[config.mk]
export PLATFORM = sky130hd
export DESIGN_NAME = countdown_timer_with_ring_core
export DESIGN_NICKNAME = d
export VERILOG_FILES = /design/src/rtl/ctw_pkg.sv /design/src/rtl/countdown_timer_with_ring_core.sv /design/src/rtl/ctw_next.sv
export VERILOG_INCLUDE_DIRS = /design/src /design/src/rtl
export SDC_FILE = /design/constraint.sdc
export NUM_CORES = 1
export LEC_CHECK = 0
export ABC_CLOCK_PERIOD_IN_PS = 11700
export BUFFER_PORTS_ARGS = -buffer_cell sky130_fd_sc_hd__buf_2
export CORE_MARGIN = 10
export CORE_UTILIZATION = 50
export CTS_BUF_LIST = sky130_fd_sc_hd__clkbuf_8
export DETAILED_ROUTE_END_ITERATION = 8
export PLACE_DENSITY = 0.71
export SETUP_SLACK_MARGIN = 0.02
export SLEW_MARGIN = 40
export SYNTH_ARGS = -nofsm -noshare
export SYNTH_HDL_FRONTEND = slang
export SYNTH_SLANG_ARGS = --single-unit
[constraint.sdc]
create_clock -name clk -period 11.7 [get_ports clk]
set_clock_uncertainty 0.15 [all_clocks]
set_input_delay 0.585 -clock clk [delete_from_list [all_inputs] [get_ports clk]]
set_output_delay 0.585 -clock clk [all_outputs]
set_load 0.02 [all_outputs]
[src/rtl/assert_macros.svh]
// assertion macros shared by the rtl
`ifndef ASSERT_MACROS_SVH
`define ASSERT_MACROS_SVH

// same-cycle implication, checked outside reset
`define ASSERT_NOW(label, pre, post, msg) \
	label: assert property (@(posedge clk) disable iff (!arst_n) (pre) |-> (post)) \
		else $error(msg);

// next-cycle implication, checked outside reset
`define ASSERT_NEXT(label, pre, post, msg) \
	label: assert property (@(posedge clk) disable iff (!arst_n) (pre) |=> (post)) \
		else $error(msg);

`endif

[src/rtl/ctw_pkg.sv]
// types, constants and helper functions of the countdown timer
`timescale 1ns / 1ps

package ctw_pkg;

	localparam int DurW   = 16;
	localparam int RemW   = 31;
	localparam int RingW  = 16;
	localparam int NudgeW = 20;
	localparam int ReqW   = 3;
	localparam int CfgIdxW  = 2;
	localparam int CfgDataW = 20;

	localparam logic [DurW-1:0]  MinSecReset   = 16'd15;
	localparam logic [DurW-1:0]  MaxSecReset   = 16'd5940;
	localparam logic [RingW-1:0] RingMsReset   = 16'd30000;
	localparam logic [NudgeW-1:0] NudgeMsReset = 20'd60000;
	localparam logic [DurW-1:0]  DurReset      = 16'd300;
	localparam logic [RemW-1:0]  RemReset      = 31'd300000;
	localparam logic [RemW-1:0]  RemMax        = 31'h7fff_ffff;
	localparam logic [RingW-1:0] RingMax       = 16'hffff;
	localparam logic [RemW-1:0]  MsPerSec      = 31'd1000;
	localparam logic [DurW-1:0]  MinuteSec     = 16'd60;
	localparam logic signed [17:0] StepSmall   = 18'sd15;
	localparam logic signed [17:0] StepLarge   = 18'sd60;

	typedef enum logic [ReqW-1:0] {
		REQ_TICK   = 3'd0,
		REQ_ADJUST = 3'd1,
		REQ_TOGGLE = 3'd2,
		REQ_RESET  = 3'd3,
		REQ_SET    = 3'd4
	} req_t;

	typedef enum logic [CfgIdxW-1:0] {
		CFG_MIN_SEC = 2'd0,
		CFG_MAX_SEC = 2'd1,
		CFG_RING_MS = 2'd2,
		CFG_NUDGE   = 2'd3
	} cfg_idx_t;

	typedef struct packed {
		logic [DurW-1:0]   dur;
		logic [RemW-1:0]   rem;
		logic              run;
		logic              expired;
		logic [RingW-1:0]  ring;
	} tmr_state_t;

	typedef struct packed {
		logic [DurW-1:0]   min_sec;
		logic [DurW-1:0]   max_sec;
		logic [RingW-1:0]  ring_ms;
		logic [NudgeW-1:0] nudge_ms;
	} tmr_cfg_t;

	typedef struct packed {
		logic [ReqW-1:0]  req;
		logic             up;
		logic [DurW-1:0]  dsec;
	} tmr_req_t;

	// seconds to milliseconds, a constant multiply
	function automatic logic [RemW-1:0] sec_to_ms(input logic [DurW-1:0] s);
		return RemW'(s) * MsPerSec;
	endfunction

	// clamp: below the minimum wins first, then above the maximum
	function automatic logic [DurW-1:0] clamp_dur(input logic signed [17:0] x,
			input logic [DurW-1:0] lo, input logic [DurW-1:0] hi);
		logic signed [17:0] lo_s;
		logic signed [17:0] hi_s;
		lo_s = $signed({2'b00, lo});
		hi_s = $signed({2'b00, hi});
		if (x < lo_s) begin
			return lo;
		end else if (x > hi_s) begin
			return hi;
		end
		return x[DurW-1:0];
	endfunction

endpackage

[src/rtl/countdown_timer_with_ring_core.sv]
// Countdown timer driven by millisecond tick words, with an auto-dismissing ring.
// Each request word on the slave stream gives exactly one status word on the master
// stream. A word is held in the input register, where the next-state logic updates
// the timer state and loads the output register, which presents the result on the
// master stream. A new word is taken every cycle while the master side does not
// stall; the state feedback through the next-state logic sets that rate.
// Back-pressure on the master side holds the input register and then drops s_tready.
// Configuration is written through cfg_we, cfg_index and cfg_data; the user must keep
// the stream idle (unchecked); index 0 min sec, 1 max sec, 2 ring ms, 3 nudge ms.
`timescale 1ns / 1ps
`include "assert_macros.svh"

module countdown_timer_with_ring_core (
	input  logic        clk,
	input  logic        arst_n,
	input  logic        cfg_we,
	input  logic [1:0]  cfg_index,
	input  logic [19:0] cfg_data,
	input  logic        s_tvalid,
	output logic        s_tready,
	input  logic [23:0] s_tdata,   // direction, duration_sec, zero fill
	input  logic [2:0]  s_tuser,   // req_type
	output logic        m_tvalid,
	input  logic        m_tready,
	output logic [55:0] m_tdata    // remaining_ms, set_sec, is_running, is_expired,
	                               // expired_event, zero fill
);

	ctw_pkg::tmr_cfg_t   cfg_q;
	ctw_pkg::tmr_state_t st_q;
	ctw_pkg::tmr_state_t st_nxt;
	ctw_pkg::tmr_req_t   rq_s1;
	logic                vld_s1;
	logic                adv;
	logic                event_hit;
	logic                out_vld_q;
	logic [49:0]         out_q;

	assign adv      = vld_s1 && (!out_vld_q || m_tready);
	assign s_tready = !vld_s1 || adv;
	assign m_tvalid = out_vld_q;
	assign m_tdata  = {6'd0, out_q};

	always_ff @(posedge clk or negedge arst_n) begin
		if (!arst_n) begin
			cfg_q.min_sec  <= ctw_pkg::MinSecReset;
			cfg_q.max_sec  <= ctw_pkg::MaxSecReset;
			cfg_q.ring_ms  <= ctw_pkg::RingMsReset;
			cfg_q.nudge_ms <= ctw_pkg::NudgeMsReset;
		end else if (cfg_we) begin
			case (cfg_index)
				ctw_pkg::CFG_MIN_SEC: cfg_q.min_sec  <= cfg_data[15:0];
				ctw_pkg::CFG_MAX_SEC: cfg_q.max_sec  <= cfg_data[15:0];
				ctw_pkg::CFG_RING_MS: cfg_q.ring_ms  <= cfg_data[15:0];
				ctw_pkg::CFG_NUDGE:   cfg_q.nudge_ms <= cfg_data;
				default: ;
			endcase
		end
	end

	// input register
	always_ff @(posedge clk or negedge arst_n) begin
		if (!arst_n) begin
			vld_s1 <= 1'b0;
		end else if (s_tready) begin
			vld_s1 <= s_tvalid;
		end
	end

	always_ff @(posedge clk) begin
		if (s_tready && s_tvalid) begin
			rq_s1.req  <= s_tuser;
			rq_s1.up   <= s_tdata[0];
			rq_s1.dsec <= s_tdata[16:1];
		end
	end

	ctw_next u_next (
		.cur       (st_q),
		.cfg       (cfg_q),
		.rq        (rq_s1),
		.nxt       (st_nxt),
		.event_hit (event_hit)
	);

	always_ff @(posedge clk or negedge arst_n) begin
		if (!arst_n) begin
			st_q.dur     <= ctw_pkg::DurReset;
			st_q.rem     <= ctw_pkg::RemReset;
			st_q.run     <= 1'b0;
			st_q.expired <= 1'b0;
			st_q.ring    <= '0;
		end else if (adv) begin
			st_q <= st_nxt;
		end
	end

	// output register
	always_ff @(posedge clk or negedge arst_n) begin
		if (!arst_n) begin
			out_vld_q <= 1'b0;
		end else if (adv) begin
			out_vld_q <= 1'b1;
		end else if (m_tready) begin
			out_vld_q <= 1'b0;
		end
	end

	always_ff @(posedge clk) begin
		if (adv) begin
			out_q <= {event_hit, st_nxt.expired, st_nxt.run, st_nxt.dur, st_nxt.rem};
		end
	end

	`ASSERT_NOW(a_run_exp_excl, 1'b1, !(st_q.run && st_q.expired), "running and expired together")
	`ASSERT_NOW(a_ring_idle, !st_q.expired, st_q.ring == '0, "ring count live while not expired")
	`ASSERT_NOW(a_event_word, m_tvalid && out_q[49], out_q[48] && !out_q[47],
		"expiry word without expired status")
	`ASSERT_NEXT(a_state_hold, !adv, $stable(st_q), "timer state moved without a word")
	`ASSERT_NOW(a_ready_free, !out_vld_q, s_tready, "input stalled with output empty")

endmodule

[src/rtl/ctw_next.sv]
// next-state logic of the countdown timer for one request word
`timescale 1ns / 1ps

module ctw_next (
	input  ctw_pkg::tmr_state_t cur,
	input  ctw_pkg::tmr_cfg_t   cfg,
	input  ctw_pkg::tmr_req_t   rq,
	output ctw_pkg::tmr_state_t nxt,
	output logic                event_hit
);

	logic [ctw_pkg::RemW-1:0]  dur_ms;
	logic [ctw_pkg::RemW-1:0]  rem_dec;
	logic [ctw_pkg::RingW-1:0] ring_inc;
	logic [ctw_pkg::RemW:0]    rem_sum;
	logic [ctw_pkg::RemW-1:0]  rem_up;
	logic [ctw_pkg::RemW-1:0]  rem_down;
	logic [ctw_pkg::RemW-1:0]  nudge_ext;
	logic signed [17:0]        step;
	logic signed [17:0]        adj_x;
	logic [ctw_pkg::DurW-1:0]  adj_dur;
	logic [ctw_pkg::DurW-1:0]  set_dur;
	logic                      untouched;

	always_comb begin
		dur_ms    = ctw_pkg::sec_to_ms(cur.dur);
		rem_dec   = (cur.rem != '0) ? cur.rem - 1'b1 : cur.rem;
		ring_inc  = (cur.ring != ctw_pkg::RingMax) ? cur.ring + 1'b1 : cur.ring;
		nudge_ext = ctw_pkg::RemW'(cfg.nudge_ms);
		rem_sum   = {1'b0, cur.rem} + {1'b0, nudge_ext};
		rem_up    = rem_sum[ctw_pkg::RemW] ? ctw_pkg::RemMax : rem_sum[ctw_pkg::RemW-1:0];
		rem_down  = (cur.rem < nudge_ext) ? '0 : cur.rem - nudge_ext;
		untouched = !cur.run && (cur.rem == dur_ms);

		// 60 s steps above one minute, 15 s below
		if (rq.up) begin
			step  = (cur.dur < ctw_pkg::MinuteSec) ? ctw_pkg::StepSmall : ctw_pkg::StepLarge;
			adj_x = $signed({2'b00, cur.dur}) + step;
		end else begin
			step  = (cur.dur <= ctw_pkg::MinuteSec) ? ctw_pkg::StepSmall : ctw_pkg::StepLarge;
			adj_x = $signed({2'b00, cur.dur}) - step;
		end
		adj_dur = ctw_pkg::clamp_dur(adj_x, cfg.min_sec, cfg.max_sec);
		set_dur = ctw_pkg::clamp_dur($signed({2'b00, rq.dsec}), cfg.min_sec, cfg.max_sec);

		nxt       = cur;
		event_hit = 1'b0;

		case (rq.req)
			ctw_pkg::REQ_TICK: begin
				if (cur.run) begin
					nxt.rem = rem_dec;
					if (rem_dec == '0) begin
						nxt.run     = 1'b0;
						nxt.expired = 1'b1;
						nxt.ring    = '0;
						event_hit   = 1'b1;
					end
				end else if (cur.expired) begin
					if (ring_inc >= cfg.ring_ms) begin
						nxt.expired = 1'b0;
						nxt.ring    = '0;
						nxt.rem     = dur_ms;
					end else begin
						nxt.ring = ring_inc;
					end
				end
			end
			ctw_pkg::REQ_ADJUST: begin
				if (!cur.expired) begin
					if (untouched) begin
						nxt.dur = adj_dur;
						nxt.rem = ctw_pkg::sec_to_ms(adj_dur);
					end else begin
						nxt.rem = rq.up ? rem_up : rem_down;
					end
				end
			end
			ctw_pkg::REQ_TOGGLE: begin
				if (cur.expired) begin
					nxt.run     = 1'b0;
					nxt.expired = 1'b0;
					nxt.ring    = '0;
					nxt.rem     = dur_ms;
				end else if (cur.run) begin
					nxt.run = 1'b0;
				end else if (cur.rem != '0) begin
					nxt.run = 1'b1;
				end
			end
			ctw_pkg::REQ_RESET: begin
				nxt.run     = 1'b0;
				nxt.expired = 1'b0;
				nxt.ring    = '0;
				nxt.rem     = dur_ms;
			end
			ctw_pkg::REQ_SET: begin
				nxt.dur = set_dur;
				if (!cur.run && !cur.expired) begin
					nxt.rem = ctw_pkg::sec_to_ms(set_dur);
				end
			end
			default: begin
				nxt = cur;
			end
		endcase
	end

endmodule

# After elaboration in Yosys (flattened, before gate mapping)
# Index checks and enable logic that the tools add are counted.
# Widths: inputs -> output; s select.
dict set report word_totals {
  register_bits 205
  output_inout_bits 58
  word_cells 109
}
dict set report classes {
  add_sub_neg 6
  n_mul 3
  n_lt_le_gt_ge 8
  n_eq_ne 12
  n_mux 42
  n_reduce_logical 22
}
# cell n
set ops {}
lappend ops {{$mux 31} 10}
lappend ops {{$mux 16} 10}
lappend ops {{$pmux 31 s5} 1}
lappend ops {{$mul 16x7->23 const B} 3}
lappend ops {{$pmux 18 s3} 1}
lappend ops {{$mux 47} 1}
lappend ops {{$mux 18} 2}
lappend ops {{$mux 17} 2}
lappend ops {{$add 31x20->32} 1}
lappend ops {{$pmux 16 s2} 1}
lappend ops {{$eq 31x26->1} 1}
lappend ops {{$logic_not 31->1} 1}
lappend ops {{$lt 31x20->1} 1}
lappend ops {{$reduce_bool 31->1} 1}
lappend ops {{$sub 31x1->31 const B} 1}
lappend ops {{$sub 31x20->31} 1}
lappend ops {{$add 17x18->18} 1}
lappend ops {{$gt 18x17->1} 1}
lappend ops {{$lt 18x17->1} 1}
lappend ops {{$sub 17x18->18} 1}
lappend ops {{$add 16x1->16 const B} 1}
lappend ops {{$ge 16x16->1} 1}
lappend ops {{$gt 16x16->1} 1}
lappend ops {{$le 16x6->1 const B} 1}
lappend ops {{22 further kinds} 47}

# Longest topological paths before layout
# Gate-level depths: netlist of run 1.
dict set report logic_depth {
  depth_word 12
  ltp_mapped 45
  mapped_depth_nobuf 44
}

# Hierarchy
# A second synthesis of run 1 with hierarchy kept.
dict set report unflattened {
  hier_cells 2904
  area_unflattened_um2 26181.4
}
# mod n_inst cells_per_inst area_per_inst_um2 seq_area_each_um2
set modules_own_cells {}
lappend modules_own_cells {ctw_next 1 2536 18931.9 0.0}
lappend modules_own_cells {countdown_timer_with_ring_core 1 368 7249.5 5526.6}

# Least setup slack after synthesis of run 1
# No wires, ideal clock.
dict set report synth_path {
  kind {register -> register}
  from {register st_q[57] (netlist name)}
  to {register out_q[24], data pin}
  setup_ps 276
  t_arrival_ps 9783
  required_ps 11274
  path_slack_ps 1490
  path_stages_with_launch 43
  synth_period_minus_slack_ps 10210
  cell_sequence {dfstp_2 inv_1 ha_1 nor2b_1 nand2b_1 a31oi_1 and2_1 inv_1 nand2_1 ha_1 fa_1 nand3b_1 a221oi_1 a311oi_1 o21bai_1 a21oi_1 xnor2_1 ha_1 [... 7 more ...] fa_1 fa_1 inv_1 fa_1 fa_1 inv_1 ha_1 o21a_1 o31a_1 o211ai_1 nand3_1 a2111oi_0 nor3_1 o21a_1 nor3_1 and3b_1 o21ai_0 a22oi_1}
}
# element line
set synth_lines {}
lappend synth_lines {{start: declaration} countdown_timer_with_ring_core.sv:30} ;# ctw_pkg::tmr_state_t st_q;
lappend synth_lines {{start signal: assignment} countdown_timer_with_ring_core.sv:94} ;# st_q <= st_nxt;
lappend synth_lines {{end signal: assignment} countdown_timer_with_ring_core.sv:111} ;# out_q <= {event_hit, st_nxt.expired, st_nxt.run, st_nxt.dur, st_nxt.rem};
lappend synth_lines {{end: declaration} countdown_timer_with_ring_core.sv:37} ;# logic [49:0] out_q;

==> results.json, run 1 <==
{
  "setup_viol": 0,
  "cp-startpoint": "st_q[59]",
  "htreeDepth": 2,
  "finalCritPeriodShare_pct": 94.6,
  "yosysTopAreaCellShare_pct": 13.9,
  "via_count": 25716,
  "synth.avg_cell_area_um2": 8.49,
  "wirelength_um": 100000,
  "grt_remaining_overflow": 0,
  "tritoncts": "yes",
  "setup_ws_ns": 0.627,
  "worstHoldPathType": "in2reg",
  "clock-root-buffer": "clkbuf_8",
  "drt_iter0_drc": 2798,
  "synth_ff_type": "dfrtp_1",
  "crit_slowest_cell": "fa_1",
  "hold_viol_final": 0,
  "dr.pass1.iters": 8,
  "syn_inst": 3179,
  "drc_errors": 0,
  "ios": 112,
  "dp_hpwl_um": 78500,
  "synth_seq_cells": 205,
  "grt_pass1_vias": 25093,
  "yosysTopAreaCell": "ha_1",
  "clkSinkCount": 205,
  "register_area_mm2": 0.00553,
  "fill_cells": 4922,
  "cp_common_cell": "inv_1",
  "async_flop_share_pct": 65.9,
  "die_w_um": 252,
  "grt_pass1_wl_um": 152000,
  "maxCapViolCount": 0,
  "slew_headroom_pct": 42.4,
  "routed_via_density": 6.40,
  "drv_slew": 0,
  "place_congestion": 1.03,
  "setup_tns_ns": 0,
  "die-height_um": 252,
  "place_ws_ns": 0.655,
  "fp.coreArea_mm2": 0.0536,
  "cp.required_ns": 11.88,
  "holdCritStartpoint": "cfg_data[2]",
  "cp_max_fo": 20,
  "slowest_delay_ns": 0.55,
  "seq_area_frac_synth_pct": 20.5,
  "yosysUniqueCellTypes": 91,
  "fin_hold_ws_ns": 0.0603,
  "grt_use_total_pct": 31.0,
  "clock.fmax_mhz": 90.3,
  "worst_slew_pin_slew_ns": 0.864,
  "grt_max_degree": 73,
  "synth_edf_count": 70,
  "synthTopCellsByArea": "ha_1 14%, fa_1 12%, dfrtp_1 9.1%",
  "cts.clk_slew.worst_paths_ns": 0.06,
  "yosys_warnings": 0,
  "syn2layout_area_growth_pct": 10.3,
  "fin_nets": 3804,
  "insertedDiodeCount": 0,
  "port_buffers": 98,
  "antenna_left": 0,
  "multi_input_area_mm2": 0.0195,
  "fp.dieArea_mm2": 0.0637,
  "drive_above_1_share_pct": 13.0,
  "synth_area_mm2": 0.0270,
  "rsz0062_at_grt": "false",
  "fin_crit_ns": 11.07,
  "cp.arrival_ns": 11.26,
  "final_core_util_pct": 55.6,
  "clk_latency_ns": 0.67,
  "outcome": "complete, no violations",
  "endpoint_kind": "register",
  "fp-row-count": 85,
  "antenna_found_initial": 2,
  "timing.rr.start": "st_q[59]",
  "initial_core_util_pct": 50.3,
  "numCtsBuffers": 41,
  "clockBufferDepth": 3,
  "worstSetupPathType": "reg2reg",
  "start_kind": "register",
  "wl_per_cell_um": 25.0
}
## kinds of logic (layout without fill, tap and decap cells)
group                    Yosys count  count (layout)  synth area share [%]
AO/OA/AOI/OAI                    869             869                  21.1
AND/OR/NAND/NOR                  851             851                  15.4
buffers and inverters            532             671                  7.58
adder cells (fa/ha/maj)          461             461                  25.8
flip-flops                       205             205                  20.5
XOR/XNOR                         139             139                  4.72
multiplexers                     121             121                  4.80
other                              1               6                0.0139
## flip-flops by register name (all words and copies together) (netlist names)
register / count
vld_s1: 1
rq_s1: 20
st_q: 65
cfg_q: 68
m_tvalid: 1
out_q: 50
## worst paths after layout
| check | to | slack (ns) | cells after the start |
|---|---|---|---|
| worst max-delay path | out_q[24] | 0.63 | 45 |
| worst min-delay path | cfg_q[54] | 0.06 | 3 |
| worst max register to register | out_q[24] | 0.63 | 45 |
| worst min register to register | m_tvalid | 0.35 | 1 |
| max in group asynchronous | st_q[14] | 10.10 | 3 |
| min in group asynchronous | st_q[40] | 0.26 | 2 |
## cells in the final DEF (no fill, tap or decap), types with 94 or more instances in the layout
cell type / synthesis / final
inv_1: 363 / 365
ha_1: 299 / 299
nor2_1: 240 / 238
o21ai_0: 215 / 213
a21oi_1: 204 / 202
nand2_1: 191 / 191
fa_1: 161 / 161
buf_4: 6 / 100
dfrtp_1: 98 / 98
buf_2: 9 / 98
xnor2_1: 94 / 94
## worst max-delay path, delay by kind of cell, from the launching register on
| kind | cells | cell delay, ns |
|---|---|---|
| muxes | 1 | 0.31 |
| xor gates and xnor gates | 1 | 0.49 |
| DFF | 1 | 0.35 |
| buffers and inverters | 8 | 0.93 |
| and+or+nand+nor | 11 | 1.85 |
| AOI/OAI and AO/OA | 16 | 3.37 |
| adders and majority gates | 8 | 3.33 |
## area by class of cell
cell class,instances,share of cell area (%)
clock buffers,43,1.99
multi-input cells,2447,65.5
flip-flops and latches,205,18.6
well taps,696,2.92
inverters,366,4.62
clock inverters,33,1.11
repair buffers,229,5.32
## timing repair
item	in CTS	in global routing
setup endpoints to repair	0	7
setup buffers	0	0
hold endpoints to repair	73	0
hold buffers	26	0
resized for setup	0	3
## synth_stat cells (all sizes together) (29+ instances only)
cell type  count
o21a          31
nor4          30
nand2b        33
dfrtp         98
inv          363
mux2          68
nand2        191
clkbuf       142
ha           299
fa           161
nand4         31
xnor2         94
nand3         71
a31oi         39
o21ai        226
a21oi        204
a221oi        29
dfstp         37
edfxtp        70
mux2i         53
a211oi        36
xor2          41
nor3          91
nor2         240
a21o          35
o31ai         37
and3          29
## per-stage QoR
| step | instance area, um2 | std cells |
|---|---|---|
| 5_1_grt | 29800 | 4019 |
| 4_1_cts | 29700 | 4018 |
| 3_3_place_gp | 28500 | 3913 |
| 6_report | 29800 | 4019 |
| 2_1_floorplan | 27000 | 3184 |
| 3_5_place_dp | 28600 | 3916 |
## layer usage
layer / global-route usage [%] / part of all wire, % / vias to the layer above / wire length [um]
met5: 0 / 0 / - / 0
met4: 17.3 / 6.2 / 0 / 6260
met1: 40.0 / 41 / 12396 / 41000
met3: 7.28 / 9.9 / 343 / 9920
li1: - / - / 11598 / -
met2: 47.0 / 43 / 1379 / 43200
Power of run 1 is not shown: default switching activity piles up to over one toggle a cycle in this logic, so the estimate is an artifact.
==> run 2, diff against run 1 <==
==> constraint.sdc (replaced) <==
create_clock -name clk -period 11.7 [get_ports clk]
set_clock_uncertainty 0.15 [all_clocks]
set_input_delay 1.17 -clock clk [delete_from_list [all_inputs] [get_ports clk]]
set_output_delay 1.17 -clock clk [all_outputs]
set_load 0.02 [all_outputs]
==> run 2 against run 1 <==
Net effect: core utilization down 0.40 points; largest cell class unchanged; global-route usage up 0.42 points; non-clock buffer count down 22; sequential share of layout area up 0.15 points; worst setup slack worse by 0.11 ns; count of clock-buffer cells in the layout up 6; fmax down 0.98%; via count up 0.22%; die area unchanged; first-iteration DRC count down 1.0%; critical path type unchanged.
==> results.json, run 2 (synthesized netlist as in run 1, its figures left out) <==
{
  "outcome": "complete, no violations",
  "clkSinkCount": 205,
  "setup_viol": 0,
  "die_w_um": 252,
  "numCtsBuffers": 40,
  "crit_slowest_cell": "fa_1",
  "cp.required_ns": 12.03,
  "clk_latency_ns": 0.64,
  "clock-root-buffer": "clkbuf_8",
  "syn2layout_area_growth_pct": 9.55,
  "reg_top3": "cfg_q: 68 flops, st_q: 65 flops, out_q: 50 flops",
  "fill_cells": 4950,
  "clockBufferDepth": 3,
  "grt_max_degree": 80,
  "endpoint_kind": "register",
  "wirelength_um": 102000,
  "largest_reg_flops": 68,
  "clock.fmax_mhz": 89.4,
  "cp_common_cell": "a21oi_1",
  "worstSetupPathType": "reg2reg",
  "fp.dieArea_mm2": 0.0637,
  "ios": 112,
  "fin_crit_ns": 11.18,
  "start_kind": "register",
  "slew_headroom_pct": 39.7,
  "initial_core_util_pct": 50.3,
  "grt_pass1_wl_um": 154000,
  "fp-row-count": 85,
  "slowest_delay_ns": 0.54,
  "via_count": 25773,
  "maxCapViolCount": 0,
  "cts_hold_buf": 0,
  "worstHoldPathType": "reg2reg",
  "drt_iter0_drc": 2769,
  "final_cell_mix": "367 x inv_1, 299 x ha_1, 239 x nor2_1",
  "place_congestion": 1.01,
  "die-height_um": 252,
  "fin_nets": 3781,
  "tritoncts": "yes",
  "setup_tns_ns": 0,
  "antenna_found_initial": 3,
  "antenna_left": 0,
  "finalCritPeriodShare_pct": 95.6,
  "port_buffers": 98,
  "drv_slew": 0,
  "grt_use_total_pct": 31.4,
  "final_common_cell": "inv_1",
  "dr.pass1.iters": 6,
  "routed_via_density": 6.45,
  "place_ws_ns": 0.478,
  "cp.arrival_ns": 11.51,
  "cp_max_fo": 7,
  "worst_slew_pin_slew_ns": 0.902,
  "fin_cells": 3997,
  "grt_pass1_vias": 25366,
  "top_register": "cfg_q",
  "dp.cells": 3921,
  "grt_remaining_overflow": 0,
  "cts.clk_slew.worst_paths_ns": 0.06,
  "setup_ws_ns": 0.518,
  "hold_viol_final": 0,
  "drc_errors": 0,
  "dp_hpwl_um": 79600,
  "wl_per_cell_um": 25.5,
  "htreeDepth": 2,
  "drive_above_1_share_pct": 13.0,
  "fp.coreArea_mm2": 0.0536
}
-- run 2: changes by cell type in the layout (fill, tap and decap cells not counted), sizes merged --
cell         before  now
buf             203  207
clkbuf           43   49
clkinv           22   13
diode             0    2
dlygate4sd3      26    0
inv             367  368
-- run 2: repair_timing --
action / CTS / global route
setup endpoints to repair: 0 / 12
buffers inserted: 0 / 0
resized for setup: 0 / 8
-- run 2: area by class of cell --
class	count	area [um2]	share of cell area (%)
Sequential cell	205	5530	18.7
Timing Repair Buffer	207	1320	4.45
Antenna cell	2	5.00	0.0169
Clock inverter	25	277	0.935
Clock buffer	49	674	2.28
Multi-Input combinational cell	2447	19500	66.0
Inverter	366	1380	4.65
Tap cell	696	871	2.95
-- run 2: through the flow --
stage / util [%] / area, um2 / hold WS [ns]
global route: 55.1 / 29600 / 0.368
finish: 55.1 / 29600 / 0.353
floorplan: - / 27000 / 0.307
CTS: 55.1 / 29500 / 0.356
detailed placement: 53.3 / 28600 / 0.338
global placement: 53.2 / 28500 / 0.327
-- run 2: final timing paths --
check                           startpoint   endpoint  slack, ns  depth (start not counted)
max in group asynchronous           arst_n  cfg_q[10]       9.65                          2
worst max register to register    st_q[57]  out_q[25]       0.52                         46
worst max-delay path              st_q[57]  out_q[25]       0.52                         46
worst min register to register      vld_s1   m_tvalid       0.35                          1
min in group asynchronous           arst_n   st_q[29]       0.40                          1
worst min-delay path                vld_s1   m_tvalid       0.35                          1
-- run 2: layer usage --
metal  wire [um]  up-vias  global-route usage (%)
li1            -    11543                       -
met1       41700    12500                    40.5
met2       45400     1422                    50.0
met3        9360      306                    5.93
met4        5330        2                    14.7
met5          13        -                       0
-- run 2: critical path: cells and delay by family, from the launching register on --
kind	cells	cell delay, ns
adder cells (fa/ha/maj)	8	3.15
XOR/XNOR	3	0.98
AO/OA/AOI/OAI	16	3.55
buffers and inverters	8	1.01
flip-flops	1	0.53
multiplexers	2	0.48
AND/OR/NAND/NOR	9	1.18
Power of run 2 is left out for the same reason.
